<file path="config.mk">
export PLATFORM = sky130hd
export DESIGN_NAME = block_request_tag_tracker
export DESIGN_NICKNAME = d
export VERILOG_FILES = /design/src/hw/rtl/brtt_pkg.sv /design/src/hw/rtl/block_request_tag_tracker.sv /design/src/hw/rtl/brtt_ram.sv /design/src/hw/rtl/brtt_front.sv /design/src/hw/rtl/brtt_queue.sv /design/src/hw/rtl/brtt_div.sv /design/src/hw/rtl/brtt_back.sv
export SDC_FILE = /design/constraint.sdc
export NUM_CORES = 2
export LEC_CHECK = 0
export ABC_AREA = 1
export BUFFER_PORTS_ARGS = -buffer_cell sky130_fd_sc_hd__buf_2
export CORE_MARGIN = 5
export CORE_UTILIZATION = 35
export CTS_CLUSTER_DIAMETER = 120
export DETAILED_ROUTE_END_ITERATION = 16
export GPL_TIMING_DRIVEN = 0
export PLACE_DENSITY = 0.49
export SYNTH_ARGS = -nofsm -noshare
export SYNTH_HDL_FRONTEND = slang
export SYNTH_HIERARCHICAL = 1
export SYNTH_SLANG_ARGS = --single-unit
</file>
<file path="constraint.sdc">
create_clock -name i_clk -period 6.7 [get_ports i_clk]
set_input_delay 0.67 -clock i_clk [delete_from_list [all_inputs] [get_ports i_clk]]
set_output_delay 0.67 -clock i_clk [all_outputs]
set_load 0.03 [all_outputs]
</file>
<file path="src/hw/rtl/brtt_pkg.sv">
// brtt_pkg: shared types, codes and constants of the block request tag tracker
// no dependencies; used by every module of the tracker except brtt_ram, and by its checker

package brtt_pkg;

    // parameter defaults
    localparam int SLOTS_DEF       = 16;
    localparam int HEADS_DEF       = 256;
    localparam int MAX_SECTORS_DEF = 8;

    // fixed field widths
    localparam int LBA_W      = 64;
    localparam int CNT_W      = 4;
    localparam int ID_W       = 8;
    localparam int HEAD_IDX_W = 8;
    localparam int STATUS_W   = 8;
    localparam int CODE_W     = 3;
    localparam int SLOT_NUM_W = 7;
    localparam int DEPTH_W    = 8;
    localparam int MEAN_W     = 14;
    localparam int STAT_W     = 64;

    // mean saturates at the top of its field
    localparam logic [MEAN_W-1:0] MEAN_MAX = '1;

    typedef enum logic [1:0] {
        OP_SUBMIT   = 2'd0,
        OP_COMPLETE = 2'd1,
        OP_QUERY    = 2'd2,
        OP_CLEAR    = 2'd3
    } t_opcode;

    typedef enum logic [CODE_W-1:0] {
        RES_ACCEPTED     = 3'd0,
        RES_BEYOND_CAP   = 3'd1,
        RES_NO_SLOT      = 3'd2,
        RES_HEAD_BUSY    = 3'd3,
        RES_DONE_OK      = 3'd4,
        RES_DONE_IO_ERR  = 3'd5,
        RES_UNKNOWN_HEAD = 3'd6,
        RES_STATS_ACK    = 3'd7
    } t_result;

    // classified command kinds handed from front to back
    typedef enum logic [2:0] {
        KIND_SUBMIT,
        KIND_REJECT,
        KIND_COMPLETE,
        KIND_QUERY,
        KIND_CLEAR
    } t_kind;

    typedef struct packed {
        t_kind                 kind;
        logic [ID_W-1:0]       request_id;
        logic [HEAD_IDX_W-1:0] head_index;
        logic                  head_in_range;
        logic                  status_ok;
    } t_cmd;

endpackage

</file>
<file path="src/hw/rtl/block_request_tag_tracker.sv">
// block_request_tag_tracker: top level of the outstanding block request tracker
// depends on brtt_pkg, brtt_front, brtt_queue, brtt_back (with brtt_ram, brtt_div)
//
// usage
//   config channel: one register, the device capacity in sectors, written with
//     i_cfg_valid; o_cfg_ready is always high, so every valid cycle is a transfer
//   input channel: i_in_valid / o_in_stall, one transfer per command (submit,
//     completion, stats query, stats clear); the front checks the sector range
//     and drops the classified command into a two-entry queue
//   output channel: o_out_valid / i_out_stall, exactly one result per command,
//     in command order, held in an output register
//   sequence: a submit, reject, clear or sample-free query is executed in EXEC;
//     a completion also passes HEAD and OWNER (head table then owner table read);
//     a query with samples waits in DIV, where the 64-step serial divider runs
//   the back-end sequencer, with its single-port table reads, takes the next
//     command only after emitting a result; queries are bound by the divider
//   receiver stall: the result waits in the output register, the back-end holds
//     its command, and the queue keeps taking input until it fills, then
//     o_in_stall rises
//   reset: synchronous, active low; all slots free, all heads unbound, count and
//     stats zero, capacity zero; no clearing pass is needed

module block_request_tag_tracker #(
    parameter int SLOTS       = brtt_pkg::SLOTS_DEF,
    parameter int HEADS       = brtt_pkg::HEADS_DEF,
    parameter int MAX_SECTORS = brtt_pkg::MAX_SECTORS_DEF
) (
    input  logic                            i_clk,
    input  logic                            i_rst_n,
    // configuration write
    input  logic                            i_cfg_valid,
    output logic                            o_cfg_ready,
    input  logic [brtt_pkg::LBA_W-1:0]      i_cfg_capacity_sectors,
    // command input
    input  logic                            i_in_valid,
    output logic                            o_in_stall,
    input  logic [1:0]                      i_opcode,
    input  logic [brtt_pkg::ID_W-1:0]       i_request_id,
    input  logic [brtt_pkg::LBA_W-1:0]      i_sector_lba,
    input  logic [brtt_pkg::CNT_W-1:0]      i_sector_count,
    input  logic [brtt_pkg::HEAD_IDX_W-1:0] i_head_index,
    input  logic [brtt_pkg::STATUS_W-1:0]   i_device_status,
    // result output
    output logic                            o_out_valid,
    input  logic                            i_out_stall,
    output logic [brtt_pkg::CODE_W-1:0]     o_result_code,
    output logic [brtt_pkg::SLOT_NUM_W-1:0] o_slot_number,
    output logic [brtt_pkg::ID_W-1:0]       o_owner_id,
    output logic [brtt_pkg::DEPTH_W-1:0]    o_in_flight,
    output logic [brtt_pkg::DEPTH_W-1:0]    o_depth_max,
    output logic [brtt_pkg::MEAN_W-1:0]     o_mean_depth_x100
);

    brtt_pkg::t_cmd front_cmd;
    brtt_pkg::t_cmd queue_cmd;
    logic           queue_full;
    logic           queue_empty;
    logic           queue_pop;
    logic           in_xfer;

    // the queue being full is the only reason to stall the sender
    assign o_in_stall = queue_full;
    assign in_xfer    = i_in_valid && !queue_full;

    brtt_front #(
        .HEADS       (HEADS),
        .MAX_SECTORS (MAX_SECTORS)
    ) u_front (
        .i_clk                  (i_clk),
        .i_rst_n                (i_rst_n),
        .i_cfg_valid            (i_cfg_valid),
        .o_cfg_ready            (o_cfg_ready),
        .i_cfg_capacity_sectors (i_cfg_capacity_sectors),
        .i_opcode               (i_opcode),
        .i_request_id           (i_request_id),
        .i_sector_lba           (i_sector_lba),
        .i_sector_count         (i_sector_count),
        .i_head_index           (i_head_index),
        .i_device_status        (i_device_status),
        .o_cmd                  (front_cmd)
    );

    // decouples classification from execution
    brtt_queue u_queue (
        .i_clk   (i_clk),
        .i_rst_n (i_rst_n),
        .i_push  (in_xfer),
        .i_cmd   (front_cmd),
        .o_full  (queue_full),
        .i_pop   (queue_pop),
        .o_empty (queue_empty),
        .o_cmd   (queue_cmd)
    );

    // slot/head tables, in-flight count, depth stats and result register
    brtt_back #(
        .SLOTS (SLOTS),
        .HEADS (HEADS)
    ) u_back (
        .i_clk             (i_clk),
        .i_rst_n           (i_rst_n),
        .i_q_empty         (queue_empty),
        .i_q_cmd           (queue_cmd),
        .o_q_pop           (queue_pop),
        .o_out_valid       (o_out_valid),
        .i_out_stall       (i_out_stall),
        .o_result_code     (o_result_code),
        .o_slot_number     (o_slot_number),
        .o_owner_id        (o_owner_id),
        .o_in_flight       (o_in_flight),
        .o_depth_max       (o_depth_max),
        .o_mean_depth_x100 (o_mean_depth_x100)
    );

endmodule

</file>
<file path="src/hw/rtl/brtt_ram.sv">
// brtt_ram: generic single-port memory with registered read data
// no dependencies

module brtt_ram #(
    parameter int WIDTH = 8,
    parameter int DEPTH = 16,
    localparam int ADDR_W = (DEPTH > 1) ? $clog2(DEPTH) : 1
) (
    input  logic              i_clk,
    input  logic              i_we,
    input  logic [ADDR_W-1:0] i_addr,
    input  logic [WIDTH-1:0]  i_wdata,
    output logic [WIDTH-1:0]  o_rdata
);

    logic [WIDTH-1:0] r_mem [DEPTH];
    logic [WIDTH-1:0] r_rdata;

    always_ff @(posedge i_clk) begin
        if (i_we) begin
            r_mem[i_addr] <= i_wdata;
        end
        r_rdata <= r_mem[i_addr];
    end

    assign o_rdata = r_rdata;

endmodule

</file>
<file path="src/hw/rtl/brtt_front.sv">
// brtt_front: capacity register and classification of incoming items
// depends on brtt_pkg

module brtt_front #(
    parameter int HEADS       = brtt_pkg::HEADS_DEF,
    parameter int MAX_SECTORS = brtt_pkg::MAX_SECTORS_DEF
) (
    input  logic                            i_clk,
    input  logic                            i_rst_n,
    input  logic                            i_cfg_valid,
    output logic                            o_cfg_ready,
    input  logic [brtt_pkg::LBA_W-1:0]      i_cfg_capacity_sectors,
    input  logic [1:0]                      i_opcode,
    input  logic [brtt_pkg::ID_W-1:0]       i_request_id,
    input  logic [brtt_pkg::LBA_W-1:0]      i_sector_lba,
    input  logic [brtt_pkg::CNT_W-1:0]      i_sector_count,
    input  logic [brtt_pkg::HEAD_IDX_W-1:0] i_head_index,
    input  logic [brtt_pkg::STATUS_W-1:0]   i_device_status,
    output brtt_pkg::t_cmd                  o_cmd
);

    logic [brtt_pkg::LBA_W-1:0] r_capacity;
    logic [brtt_pkg::LBA_W-1:0] end_sector;
    logic                       bad_range;

    always_ff @(posedge i_clk) begin
        if (!i_rst_n) begin
            r_capacity <= '0;
        end else if (i_cfg_valid) begin
            r_capacity <= i_cfg_capacity_sectors;
        end
    end

    assign o_cfg_ready = 1'b1;

    // end of transfer wraps at 64 bits
    assign end_sector = i_sector_lba + brtt_pkg::LBA_W'(i_sector_count);
    assign bad_range  = (i_sector_count == '0)
                     || (i_sector_count > brtt_pkg::CNT_W'(MAX_SECTORS))
                     || (end_sector > r_capacity);

    always_comb begin
        o_cmd.request_id    = i_request_id;
        o_cmd.head_index    = i_head_index;
        o_cmd.head_in_range = ({1'b0, i_head_index} < (brtt_pkg::HEAD_IDX_W + 1)'(HEADS));
        o_cmd.status_ok     = (i_device_status == '0);
        unique case (brtt_pkg::t_opcode'(i_opcode))
            brtt_pkg::OP_SUBMIT:   o_cmd.kind = bad_range ? brtt_pkg::KIND_REJECT
                                                          : brtt_pkg::KIND_SUBMIT;
            brtt_pkg::OP_COMPLETE: o_cmd.kind = brtt_pkg::KIND_COMPLETE;
            brtt_pkg::OP_QUERY:    o_cmd.kind = brtt_pkg::KIND_QUERY;
            brtt_pkg::OP_CLEAR:    o_cmd.kind = brtt_pkg::KIND_CLEAR;
            default:               o_cmd.kind = brtt_pkg::KIND_CLEAR;
        endcase
    end

endmodule

</file>
<file path="src/hw/rtl/brtt_queue.sv">
// brtt_queue: two-entry command queue between front and back
// depends on brtt_pkg

module brtt_queue (
    input  logic           i_clk,
    input  logic           i_rst_n,
    input  logic           i_push,
    input  brtt_pkg::t_cmd i_cmd,
    output logic           o_full,
    input  logic           i_pop,
    output logic           o_empty,
    output brtt_pkg::t_cmd o_cmd
);

    localparam int DEPTH = 2;
    localparam int PTR_W = $clog2(DEPTH);
    localparam int CNT_W = $clog2(DEPTH + 1);

    brtt_pkg::t_cmd   r_mem [DEPTH];
    logic [PTR_W-1:0] r_wr_ptr;
    logic [PTR_W-1:0] r_rd_ptr;
    logic [CNT_W-1:0] r_count;

    always_ff @(posedge i_clk) begin
        if (!i_rst_n) begin
            r_wr_ptr <= '0;
            r_rd_ptr <= '0;
            r_count  <= '0;
        end else begin
            if (i_push) begin
                r_wr_ptr <= r_wr_ptr + 1'b1;
            end
            if (i_pop) begin
                r_rd_ptr <= r_rd_ptr + 1'b1;
            end
            if (i_push && !i_pop) begin
                r_count <= r_count + 1'b1;
            end else if (!i_push && i_pop) begin
                r_count <= r_count - 1'b1;
            end
        end
        if (i_push) begin
            r_mem[r_wr_ptr] <= i_cmd;
        end
    end

    assign o_full  = (r_count == CNT_W'(DEPTH));
    assign o_empty = (r_count == '0);
    assign o_cmd   = r_mem[r_rd_ptr];

endmodule

</file>
<file path="src/hw/rtl/brtt_div.sv">
// brtt_div: bit-serial divider for the mean depth, one quotient bit per cycle
// depends on brtt_pkg

module brtt_div (
    input  logic                        i_clk,
    input  logic                        i_rst_n,
    input  logic                        i_start,
    input  logic [brtt_pkg::STAT_W-1:0] i_sum,
    input  logic [brtt_pkg::STAT_W-1:0] i_samples,
    output logic                        o_busy,
    output logic [brtt_pkg::MEAN_W-1:0] o_mean
);

    localparam int W     = brtt_pkg::STAT_W;
    localparam int STEPS = W;
    localparam int STP_W = $clog2(STEPS);

    logic             r_busy;
    logic [STP_W-1:0] r_step;
    logic [W-1:0]     r_quo;
    logic [W-1:0]     r_rem;
    logic [W-1:0]     r_div;
    logic [W:0]       trial;
    logic [W:0]       diff;
    logic             q_bit;

    // shifted-in remainder and trial subtract
    assign trial = {r_rem, r_quo[W-1]};
    assign diff  = trial - {1'b0, r_div};
    assign q_bit = (trial >= {1'b0, r_div});

    always_ff @(posedge i_clk) begin
        if (!i_rst_n) begin
            r_busy <= 1'b0;
            r_step <= '0;
        end else if (i_start) begin
            r_busy <= 1'b1;
            r_step <= '0;
        end else if (r_busy) begin
            r_step <= r_step + 1'b1;
            if (r_step == STP_W'(STEPS - 1)) begin
                r_busy <= 1'b0;
            end
        end
        if (i_start) begin
            // sum times 100 as 64 + 32 + 4, wrapping at 64 bits
            r_quo <= (i_sum << 6) + (i_sum << 5) + (i_sum << 2);
            r_rem <= '0;
            r_div <= i_samples;
        end else if (r_busy) begin
            r_rem <= q_bit ? diff[W-1:0] : trial[W-1:0];
            r_quo <= {r_quo[W-2:0], q_bit};
        end
    end

    assign o_busy = r_busy;
    assign o_mean = (|r_quo[W-1:brtt_pkg::MEAN_W]) ? brtt_pkg::MEAN_MAX
                                                   : r_quo[brtt_pkg::MEAN_W-1:0];

endmodule

</file>
<file path="src/hw/rtl/brtt_back.sv">
// brtt_back: executes classified commands against slot and head tables, keeps stats
// depends on brtt_pkg, brtt_ram, brtt_div

module brtt_back #(
    parameter int SLOTS = brtt_pkg::SLOTS_DEF,
    parameter int HEADS = brtt_pkg::HEADS_DEF
) (
    input  logic                            i_clk,
    input  logic                            i_rst_n,
    input  logic                            i_q_empty,
    input  brtt_pkg::t_cmd                  i_q_cmd,
    output logic                            o_q_pop,
    output logic                            o_out_valid,
    input  logic                            i_out_stall,
    output logic [brtt_pkg::CODE_W-1:0]     o_result_code,
    output logic [brtt_pkg::SLOT_NUM_W-1:0] o_slot_number,
    output logic [brtt_pkg::ID_W-1:0]       o_owner_id,
    output logic [brtt_pkg::DEPTH_W-1:0]    o_in_flight,
    output logic [brtt_pkg::DEPTH_W-1:0]    o_depth_max,
    output logic [brtt_pkg::MEAN_W-1:0]     o_mean_depth_x100
);

    localparam int SLOT_W = (SLOTS > 1) ? $clog2(SLOTS) : 1;
    localparam int HEAD_W = $clog2(HEADS);

    typedef enum logic [2:0] {
        S_IDLE,
        S_EXEC,
        S_HEAD,
        S_OWNER,
        S_DIV
    } t_state;

    t_state                        r_state;
    t_state                        n_state;
    brtt_pkg::t_cmd                r_cmd;
    logic [SLOT_W-1:0]             r_slot;
    logic [SLOTS-1:0]              r_slot_valid;
    logic [HEADS-1:0]              r_head_valid;
    logic [SLOT_W-1:0]             r_free_slot;
    logic                          r_any_free;
    logic [brtt_pkg::DEPTH_W-1:0]  r_count;
    logic [brtt_pkg::DEPTH_W-1:0]  r_peak;
    logic [brtt_pkg::STAT_W-1:0]   r_sum;
    logic [brtt_pkg::STAT_W-1:0]   r_samples;

    logic                          r_out_valid;
    brtt_pkg::t_result             r_out_code;
    logic [brtt_pkg::SLOT_NUM_W-1:0] r_out_slot;
    logic [brtt_pkg::ID_W-1:0]     r_out_owner;
    logic [brtt_pkg::DEPTH_W-1:0]  r_out_in_flight;
    logic [brtt_pkg::DEPTH_W-1:0]  r_out_peak;
    logic [brtt_pkg::MEAN_W-1:0]   r_out_mean;

    logic [SLOT_W-1:0]             f_slot;
    logic                          f_any;
    logic [HEAD_W-1:0]             head_idx;
    logic                          head_hit;
    logic                          can_emit;
    logic                          do_emit;
    logic                          do_submit;
    logic                          do_complete;
    logic                          do_clear;
    logic                          div_start;
    logic                          div_busy;
    logic [brtt_pkg::MEAN_W-1:0]   div_mean;
    brtt_pkg::t_result             e_code;
    logic [brtt_pkg::SLOT_NUM_W-1:0] e_slot;
    logic [brtt_pkg::ID_W-1:0]     e_owner;
    logic [brtt_pkg::MEAN_W-1:0]   e_mean;
    logic [brtt_pkg::DEPTH_W-1:0]  e_count;
    logic [brtt_pkg::DEPTH_W-1:0]  e_peak;
    logic [brtt_pkg::DEPTH_W-1:0]  count_inc;
    logic [brtt_pkg::DEPTH_W-1:0]  count_dec;
    logic [SLOT_W-1:0]             head_rdata;
    logic [brtt_pkg::ID_W-1:0]     owner_rdata;
    logic [SLOT_W-1:0]             owner_addr;

    assign head_idx = r_cmd.head_index[HEAD_W-1:0];
    assign head_hit = r_cmd.head_in_range && r_head_valid[head_idx];
    assign can_emit = !r_out_valid || !i_out_stall;

    // lowest free slot, registered for the next command
    always_comb begin
        f_any  = 1'b0;
        f_slot = '0;
        for (int i = SLOTS - 1; i >= 0; i--) begin
            if (!r_slot_valid[i]) begin
                f_any  = 1'b1;
                f_slot = SLOT_W'(i);
            end
        end
    end

    assign count_inc = r_count + 1'b1;
    assign count_dec = (r_count != '0) ? (r_count - 1'b1) : r_count;

    always_comb begin
        n_state     = r_state;
        o_q_pop     = 1'b0;
        div_start   = 1'b0;
        do_emit     = 1'b0;
        do_submit   = 1'b0;
        do_complete = 1'b0;
        do_clear    = 1'b0;
        e_code      = brtt_pkg::RES_STATS_ACK;
        e_slot      = '0;
        e_owner     = '0;
        e_mean      = '0;
        unique case (r_state)
            S_IDLE: begin
                if (!i_q_empty) begin
                    o_q_pop = 1'b1;
                    n_state = S_EXEC;
                end
            end
            S_EXEC: begin
                unique case (r_cmd.kind)
                    brtt_pkg::KIND_REJECT: begin
                        if (can_emit) begin
                            do_emit = 1'b1;
                            e_code  = brtt_pkg::RES_BEYOND_CAP;
                            n_state = S_IDLE;
                        end
                    end
                    brtt_pkg::KIND_SUBMIT: begin
                        if (can_emit) begin
                            do_emit = 1'b1;
                            n_state = S_IDLE;
                            if (!r_any_free) begin
                                e_code = brtt_pkg::RES_NO_SLOT;
                            end else if (!r_cmd.head_in_range) begin
                                e_code = brtt_pkg::RES_UNKNOWN_HEAD;
                            end else if (head_hit) begin
                                e_code = brtt_pkg::RES_HEAD_BUSY;
                            end else begin
                                do_submit = 1'b1;
                                e_code    = brtt_pkg::RES_ACCEPTED;
                                e_slot    = brtt_pkg::SLOT_NUM_W'(r_free_slot);
                                e_owner   = r_cmd.request_id;
                            end
                        end
                    end
                    brtt_pkg::KIND_COMPLETE: begin
                        if (!head_hit) begin
                            if (can_emit) begin
                                do_emit = 1'b1;
                                e_code  = brtt_pkg::RES_UNKNOWN_HEAD;
                                n_state = S_IDLE;
                            end
                        end else begin
                            n_state = S_HEAD;
                        end
                    end
                    brtt_pkg::KIND_QUERY: begin
                        if (r_samples == '0) begin
                            if (can_emit) begin
                                do_emit = 1'b1;
                                n_state = S_IDLE;
                            end
                        end else begin
                            div_start = 1'b1;
                            n_state   = S_DIV;
                        end
                    end
                    brtt_pkg::KIND_CLEAR: begin
                        if (can_emit) begin
                            do_emit  = 1'b1;
                            do_clear = 1'b1;
                            n_state  = S_IDLE;
                        end
                    end
                    default: n_state = S_IDLE;
                endcase
            end
            S_HEAD: begin
                n_state = S_OWNER;
            end
            S_OWNER: begin
                if (can_emit) begin
                    do_emit     = 1'b1;
                    do_complete = 1'b1;
                    e_code      = r_cmd.status_ok ? brtt_pkg::RES_DONE_OK
                                                  : brtt_pkg::RES_DONE_IO_ERR;
                    e_slot      = brtt_pkg::SLOT_NUM_W'(r_slot);
                    e_owner     = owner_rdata;
                    n_state     = S_IDLE;
                end
            end
            S_DIV: begin
                if (!div_busy && can_emit) begin
                    do_emit = 1'b1;
                    e_mean  = div_mean;
                    n_state = S_IDLE;
                end
            end
            default: n_state = S_IDLE;
        endcase
    end

    // count and peak as seen after this command
    always_comb begin
        e_count = r_count;
        e_peak  = r_peak;
        if (do_submit) begin
            e_count = count_inc;
            if (count_inc > r_peak) begin
                e_peak = count_inc;
            end
        end else if (do_complete) begin
            e_count = count_dec;
        end else if (do_clear) begin
            e_peak = '0;
        end
    end

    always_ff @(posedge i_clk) begin
        if (!i_rst_n) begin
            r_state      <= S_IDLE;
            r_out_valid  <= 1'b0;
            r_slot_valid <= '0;
            r_head_valid <= '0;
            r_any_free   <= 1'b1;
            r_free_slot  <= '0;
            r_count      <= '0;
            r_peak       <= '0;
            r_sum        <= '0;
            r_samples    <= '0;
        end else begin
            r_state     <= n_state;
            r_any_free  <= f_any;
            r_free_slot <= f_slot;
            r_count     <= e_count;
            r_peak      <= e_peak;
            if (do_submit) begin
                r_slot_valid[r_free_slot] <= 1'b1;
                r_head_valid[head_idx]    <= 1'b1;
                r_sum                     <= r_sum + brtt_pkg::STAT_W'(count_inc);
                r_samples                 <= r_samples + 1'b1;
            end else if (do_complete) begin
                r_slot_valid[r_slot]   <= 1'b0;
                r_head_valid[head_idx] <= 1'b0;
            end else if (do_clear) begin
                r_sum     <= '0;
                r_samples <= '0;
            end
            if (do_emit) begin
                r_out_valid <= 1'b1;
            end else if (!i_out_stall) begin
                r_out_valid <= 1'b0;
            end
        end
        if (o_q_pop) begin
            r_cmd <= i_q_cmd;
        end
        if (r_state == S_HEAD) begin
            r_slot <= head_rdata;
        end
        if (do_emit) begin
            r_out_code      <= e_code;
            r_out_slot      <= e_slot;
            r_out_owner     <= e_owner;
            r_out_in_flight <= e_count;
            r_out_peak      <= e_peak;
            r_out_mean      <= e_mean;
        end
    end

    // head entry holds the slot bound to that head
    brtt_ram #(
        .WIDTH (SLOT_W),
        .DEPTH (HEADS)
    ) u_head_ram (
        .i_clk   (i_clk),
        .i_we    (do_submit),
        .i_addr  (head_idx),
        .i_wdata (r_free_slot),
        .o_rdata (head_rdata)
    );

    always_comb begin
        if (r_state == S_HEAD) begin
            owner_addr = head_rdata;
        end else if (r_state == S_OWNER) begin
            owner_addr = r_slot;
        end else begin
            owner_addr = r_free_slot;
        end
    end

    brtt_ram #(
        .WIDTH (brtt_pkg::ID_W),
        .DEPTH (SLOTS)
    ) u_owner_ram (
        .i_clk   (i_clk),
        .i_we    (do_submit),
        .i_addr  (owner_addr),
        .i_wdata (r_cmd.request_id),
        .o_rdata (owner_rdata)
    );

    brtt_div u_div (
        .i_clk     (i_clk),
        .i_rst_n   (i_rst_n),
        .i_start   (div_start),
        .i_sum     (r_sum),
        .i_samples (r_samples),
        .o_busy    (div_busy),
        .o_mean    (div_mean)
    );

    assign o_out_valid       = r_out_valid;
    assign o_result_code     = r_out_code;
    assign o_slot_number     = r_out_slot;
    assign o_owner_id        = r_out_owner;
    assign o_in_flight       = r_out_in_flight;
    assign o_depth_max       = r_out_peak;
    assign o_mean_depth_x100 = r_out_mean;

endmodule

</file>
# Word level (Yosys, flattened, before mapping)
# Memories as Yosys holds them, arrays and structs flattened. A register that Yosys moved wholly into a read port is not among the register bits.
# Index checks and enable logic that the tools add are counted.
[op_classes]
mux = 110
reduce_logical = 40
magnitude_cmp = 10
eq_ne = 17
bitwise_logic = 7
n_addsub = 13
[ops]
columns = ["operator", "count"]
rows = [
  ["two-way mux 256 bit", 2],
  ["two-way mux 64 bit", 7],
  ["bitwise AND 256 bit", 1],
  ["inverter 256 bit", 1],
  ["OR 256 bit", 1],
  ["adder 64 bit", 2],
  ["two-way mux 8 bit", 13],
  ["greater-or-equal comparator 65 x 64 -> 1 bit", 1],
  ["adder 64 x 1 -> 64 bit, second input constant", 1],
  ["adder 64 x 4 -> 64 bit", 1],
  ["adder 64 x 8 -> 64 bit", 1],
  ["> comparator 64 bit", 1],
  ["logical NOT 64 bit", 1],
  ["subtractor 64 bit", 1],
  ["OR reduction 50 bit", 1],
  ["two-way mux 4 bit", 12],
  ["two-way mux 3 bit", 15],
  ["two-way mux 1 bit", 36],
  ["two-way mux 16 bit", 2],
  ["two-way mux 7 bit", 4],
  ["one-hot mux 3 bit (3 select lines)", 2],
  ["bitwise AND 16 bit", 1],
  ["inverter 16 bit", 1],
  ["OR 16 bit", 1],
  ["48 further kinds", 88],
]
[word_totals]
word_cells = 230
register_bits = 745
out_inout_bits = 51
ram_bits = 1192
n_memories = 3
[mem_list]
columns = ["memory", "depth", "word_bits", "rd", "rd_ports_with_merged_regs", "wr", "line", "rtl"]
rows = [
  ["u_back.u_head_ram.r_mem", 256, 4, 1, 1, 1, "brtt_ram.sv:16", "logic [WIDTH-1:0] r_mem [DEPTH];"],
  ["u_back.u_owner_ram.r_mem", 16, 8, 1, 1, 1, "brtt_ram.sv:16", ""],
  ["u_queue.r_mem", 2, 20, 1, 1, 1, "brtt_queue.sv:19", "brtt_pkg::t_cmd r_mem [DEPTH];"],
]

# Logic depth before layout (Yosys ltp)
[logic_depth]
ltp_word = 15
ltp_mapped = 24

# By module
# Netlist, hierarchy kept.
[by_module_without_submodules]
columns = ["module", "cells_each", "n_inst", "area_each_um2"]
rows = [
  ["brtt_ram at u_back.u_head_ram", 4204, 1, 43116.4],
  ["brtt_back", 4511, 1, 29399.4],
  ["brtt_div", 3105, 1, 19964.1],
  ["brtt_front", 868, 1, 5825.6],
  ["brtt_ram at u_back.u_owner_ram", 548, 1, 5592.9],
  ["brtt_queue", 100, 1, 1823.0],
  ["block_request_tag_tracker", 2, 1, 10.0],
]

# Worst setup path before layout
# OpenSTA, ideal clock, no wires.
[synth_timing]
kind = "flip-flop to flip-flop"
startpoint = "register u_back/r_samples[0] (netlist bit)"
endpoint = "register u_back.u_div.r_quo[0] (enable)"
t_required_ps = 6246
period_less_slack_ps = 7047
slack_ps = -347
setup_ps = 454
stages_incl_launch_ff = 15
t_arrival_ps = 6593
cell_sequence = "dfxtp_1 > inv_1 > ha_1 > nand3_1 > nor4_1 > nand3_1 > nor3_1 > nand4_1 > nand4_1 > nor2_1 > clkbuf_1 > nor2_1 > inv_1 > clkbuf_1 > clkbuf_1"
[synth_via]
elab_chain_len = 5
[synth_lines]
columns = ["item", "line", "rtl"]
rows = [
  ["start: declaration", "brtt_back.sv:45", "logic [brtt_pkg::STAT_W-1:0] r_samples;"],
  ["start signal: assignment", "brtt_back.sv:239", "r_samples <= r_samples + 1'b1;"],
  ["logical NOT 64 bit", "brtt_back.sv:156", "if (r_samples == '0) begin"],
  ["two-way mux 1 bit", "brtt_back.sv:156", ""],
  ["two-way mux 1 bit", "brtt_back.sv:118", "unique case (r_cmd.kind)"],
  ["two-way mux 1 bit", "brtt_back.sv:110", "unique case (r_state)"],
  ["named net u_back.div_start", "brtt_back.sv:64", "logic div_start;"],
  ["nonzero test 2 bit (no line)", "-", ""],
  ["end signal: assignment", "brtt_div.sv:47", "r_quo <= (i_sum << 6) + (i_sum << 5) + (i_sum << 2);"],
  ["end signal: assignment", "brtt_div.sv:52", "r_quo <= {r_quo[W-2:0], q_bit};"],
  ["end: declaration", "brtt_div.sv:20", "logic [W-1:0] r_quo;"],
]
# The timed path passes the listed nets, and every way through them passes these cells.
# A chain may end at the register's enable or synchronous reset.

# Final worst setup path
[layout_timing]
startpoint = "register, netlist name u_back/head_idx[3]"
endpoint = "memory u_back/u_head_ram/r_mem[58][3] (netlist bit) (enable)"
[layout_via]
elab_chain_len = 11
[layout_lines]
columns = ["item", "line", "rtl"]
rows = [
  ["binary-select mux 1 bit (select 8 bit)", "brtt_back.sv:80", "assign head_hit = r_cmd.head_in_range && r_head_valid[head_idx];"],
  ["two-way mux 1 bit (not written as such)", "brtt_back.sv:80", ""],
  ["logical AND 1 bit", "brtt_back.sv:80", ""],
  ["two-way mux 1 bit", "brtt_back.sv:134", "end else if (head_hit) begin"],
  ["two-way mux 1 bit", "brtt_back.sv:132", "end else if (!r_cmd.head_in_range) begin"],
  ["two-way mux 1 bit", "brtt_back.sv:130", "if (!r_any_free) begin"],
  ["two-way mux 1 bit", "brtt_back.sv:127", "if (can_emit) begin"],
  ["two-way mux 1 bit", "brtt_back.sv:118", ""],
  ["two-way mux 1 bit", "brtt_back.sv:110", ""],
  ["named net u_back.do_submit", "brtt_back.sv:61", "logic do_submit;"],
  ["two-way mux 1 bit", "brtt_ram.sv:20", "if (i_we) begin"],
  ["two-way mux 1 bit (not written as such)", "brtt_ram.sv:21", "r_mem[i_addr] <= i_wdata;"],
  ["end: declaration", "brtt_ram.sv:16", ""],
]
# The timed path passes the listed nets, and every way through them passes these cells. The select of a mux whose other input is x is not followed.

==> impl_metrics.tcl <==
set metrics [dict create \
    critical_path_arrival_ns 7.08 \
    cts_tree "built" \
    postRouteWirelength_um 397000 \
    outcome "complete, but fails checks" \
    drv_slew 30 \
    crit_type "reg2reg" \
    wl_per_cell_um 22.1 \
    required_ns 7.24 \
    rsz0062_at_grt "no" \
    maxSlewHeadroom_pct -9.44 \
    worstMarginPinSlew_ns 1.64 \
    grt_max_degree 81 \
    firstDrtPassIters 6 \
    die_area_um2 313000 \
    clockBufferDepth 4 \
    placementRows 201 \
    fin_skew_ns 0.127 \
    cp-end-kind "flop" \
    layout.nets 14200 \
    crit_fanout 15 \
    hold_class "in2reg" \
    cp-start-kind "flop" \
    hold_viol 0 \
    max_clock_freq_mhz 153 \
    drc 0 \
    synth_area_um2 106000 \
    gr-total-overflow 0 \
    via_per_inst 5.10 \
    layoutNonFillerInstCount 18000 \
    fin_area_um2 120000 \
    dr.first_iter.drc_count 8724 \
    cts_sinks 1967 \
    total_power_uw 34500 \
    most-common-layout-cells "nand2_1, edfxtp_1, inv_1" \
    grt_pass1_wl_um 575000 \
    ant_nets 0 \
    syn-instance-count 13300 \
    dp.cells 17500 \
    die_w_um 559 \
    htree_levels 4 \
    p_per_area_nw_per_um2 288 \
    drv_cap 3 \
    finalCritPeriodShare_pct 97.6 \
    area_delta_synth_final_pct 13.6 \
    grt_pass1_vias 86600 \
    min_period_ns 6.54 \
    io_pins 214 \
    track_usage_pct 24.3 \
    die_h_um 559 \
    numPortBuffers 193 \
    place_congestion 0.960 \
    vias 91500 \
    avgSynthCellArea_um2 7.93 \
    initial_core_util_pct 35.2 \
    antenna_found_initial 18 \
    synth_warnings 6 \
    violations "capacitance limit, slew limit" \
    setup_viol 0 \
    p_leak_uw 0.0512 \
    ir_drop_uv 220 \
    final_common_cell "nand2_1" \
    core_area_um2 300000 \
    clk_pin_slew_ns 0.06 \
    cts_root_buf "clkbuf_16" \
    numCtsBuffers 228 \
    clkLatencyLatePin_ns 0.95 \
    postPlaceCellArea_um2 112000 \
    fin_util_pct 40.0 \
    final_layout_size_suffix_gt1_share_pct 7.06 \
    dp_hpwl_um 293000 \
]
## layer usage
| metal | wire, um | share of wire [%] | GRT usage (%) | vias up |
|---|---|---|---|---|
| met5 | 13 | 0.0033 | 0 | - |
| met4 | 17100 | 4.3 | 9.01 | 2 |
| met3 | 26000 | 6.5 | 3.47 | 690 |
| met2 | 176000 | 44 | 38.6 | 3131 |
| met1 | 177000 | 45 | 33.8 | 43300 |
| li1 | - | - | - | 44300 |
## cell type report
| type | instances | area (um2) |
|---|---|---|
| Sequential cell | 1967 | 53300 |
| Timing Repair Buffer | 243 | 1770 |
| Clock inverter | 128 | 1400 |
| Antenna cell | 6 | 15.0 |
| Clock buffer | 294 | 6180 |
| Fill cell | 31300 | 180000 |
| Inverter | 1309 | 4910 |
| Buffer | 655 | 3240 |
| Multi-Input combinational cell | 9390 | 44200 |
| Tap cell | 3958 | 4950 |
## power by group
group | total [uW] | leakage (uW) | switching, uW | internal (uW)
combinational | 8050 | 0.0280 | 6510 | 1540
sequential | 13700 | 0.0196 | 398 | 13400
clock | 12700 | 0.00367 | 5280 | 7430
total | 34500 | 0.0512 | 12200 | 22300
## final timing paths
kind,start,endpoint,slack (ns),cells after the start
setup / recovery,u_back/head_idx[3],u_back/u_head_ram/r_mem[58][3],0.16,17
hold / removal,i_cfg_capacity_sectors[1],u_front/r_capacity[1],0.07,3
setup reg to reg,u_back/head_idx[3],u_back/u_head_ram/r_mem[58][3],0.16,17
hold reg to reg,u_back/r_samples[38],u_back/u_div/r_div[38],0.43,0
## critical path, cell delays in order (launching register included)
cell	delay, ns
edfxtp_1	0.72
nand2_2	0.35
inv_1	0.26
clkbuf_1	0.49
nand2_1	0.19
nand2_1	0.11
o21ai_0	0.30
nand2_1	0.12
o21ai_1	0.18
nand2_1	0.09
nor2_2	0.29
nand3_2	0.24
inv_2	0.26
buf_4	0.43
clkbuf_1	0.51
nand2_1	0.47
clkbuf_1	0.60
nor2_1	0.47
## repair_timing
| action | in CTS | in global routing |
|---|---|---|
| hold buffers | 25 | 0 |
| hold endpoints to repair | 40 | 0 |
| gates resized for setup | 1 | 5 |
| buffers inserted | 0 | 2 |
| endpoints found under the setup margin | 67 | 195 |
## stage by stage
stage	worst slack, ns	hold slack, ns	TNS, ns
finish	0.159	0.0749	0
global route	0.0152	0.0645	0
CTS	0.136	0.000917	0
detailed placement	-0.0238	0.419	-0.218
global placement	-5.67	0.415	-4504.21
floorplan	0.706	0.408	0
Power figures use the tool's default switching activity.
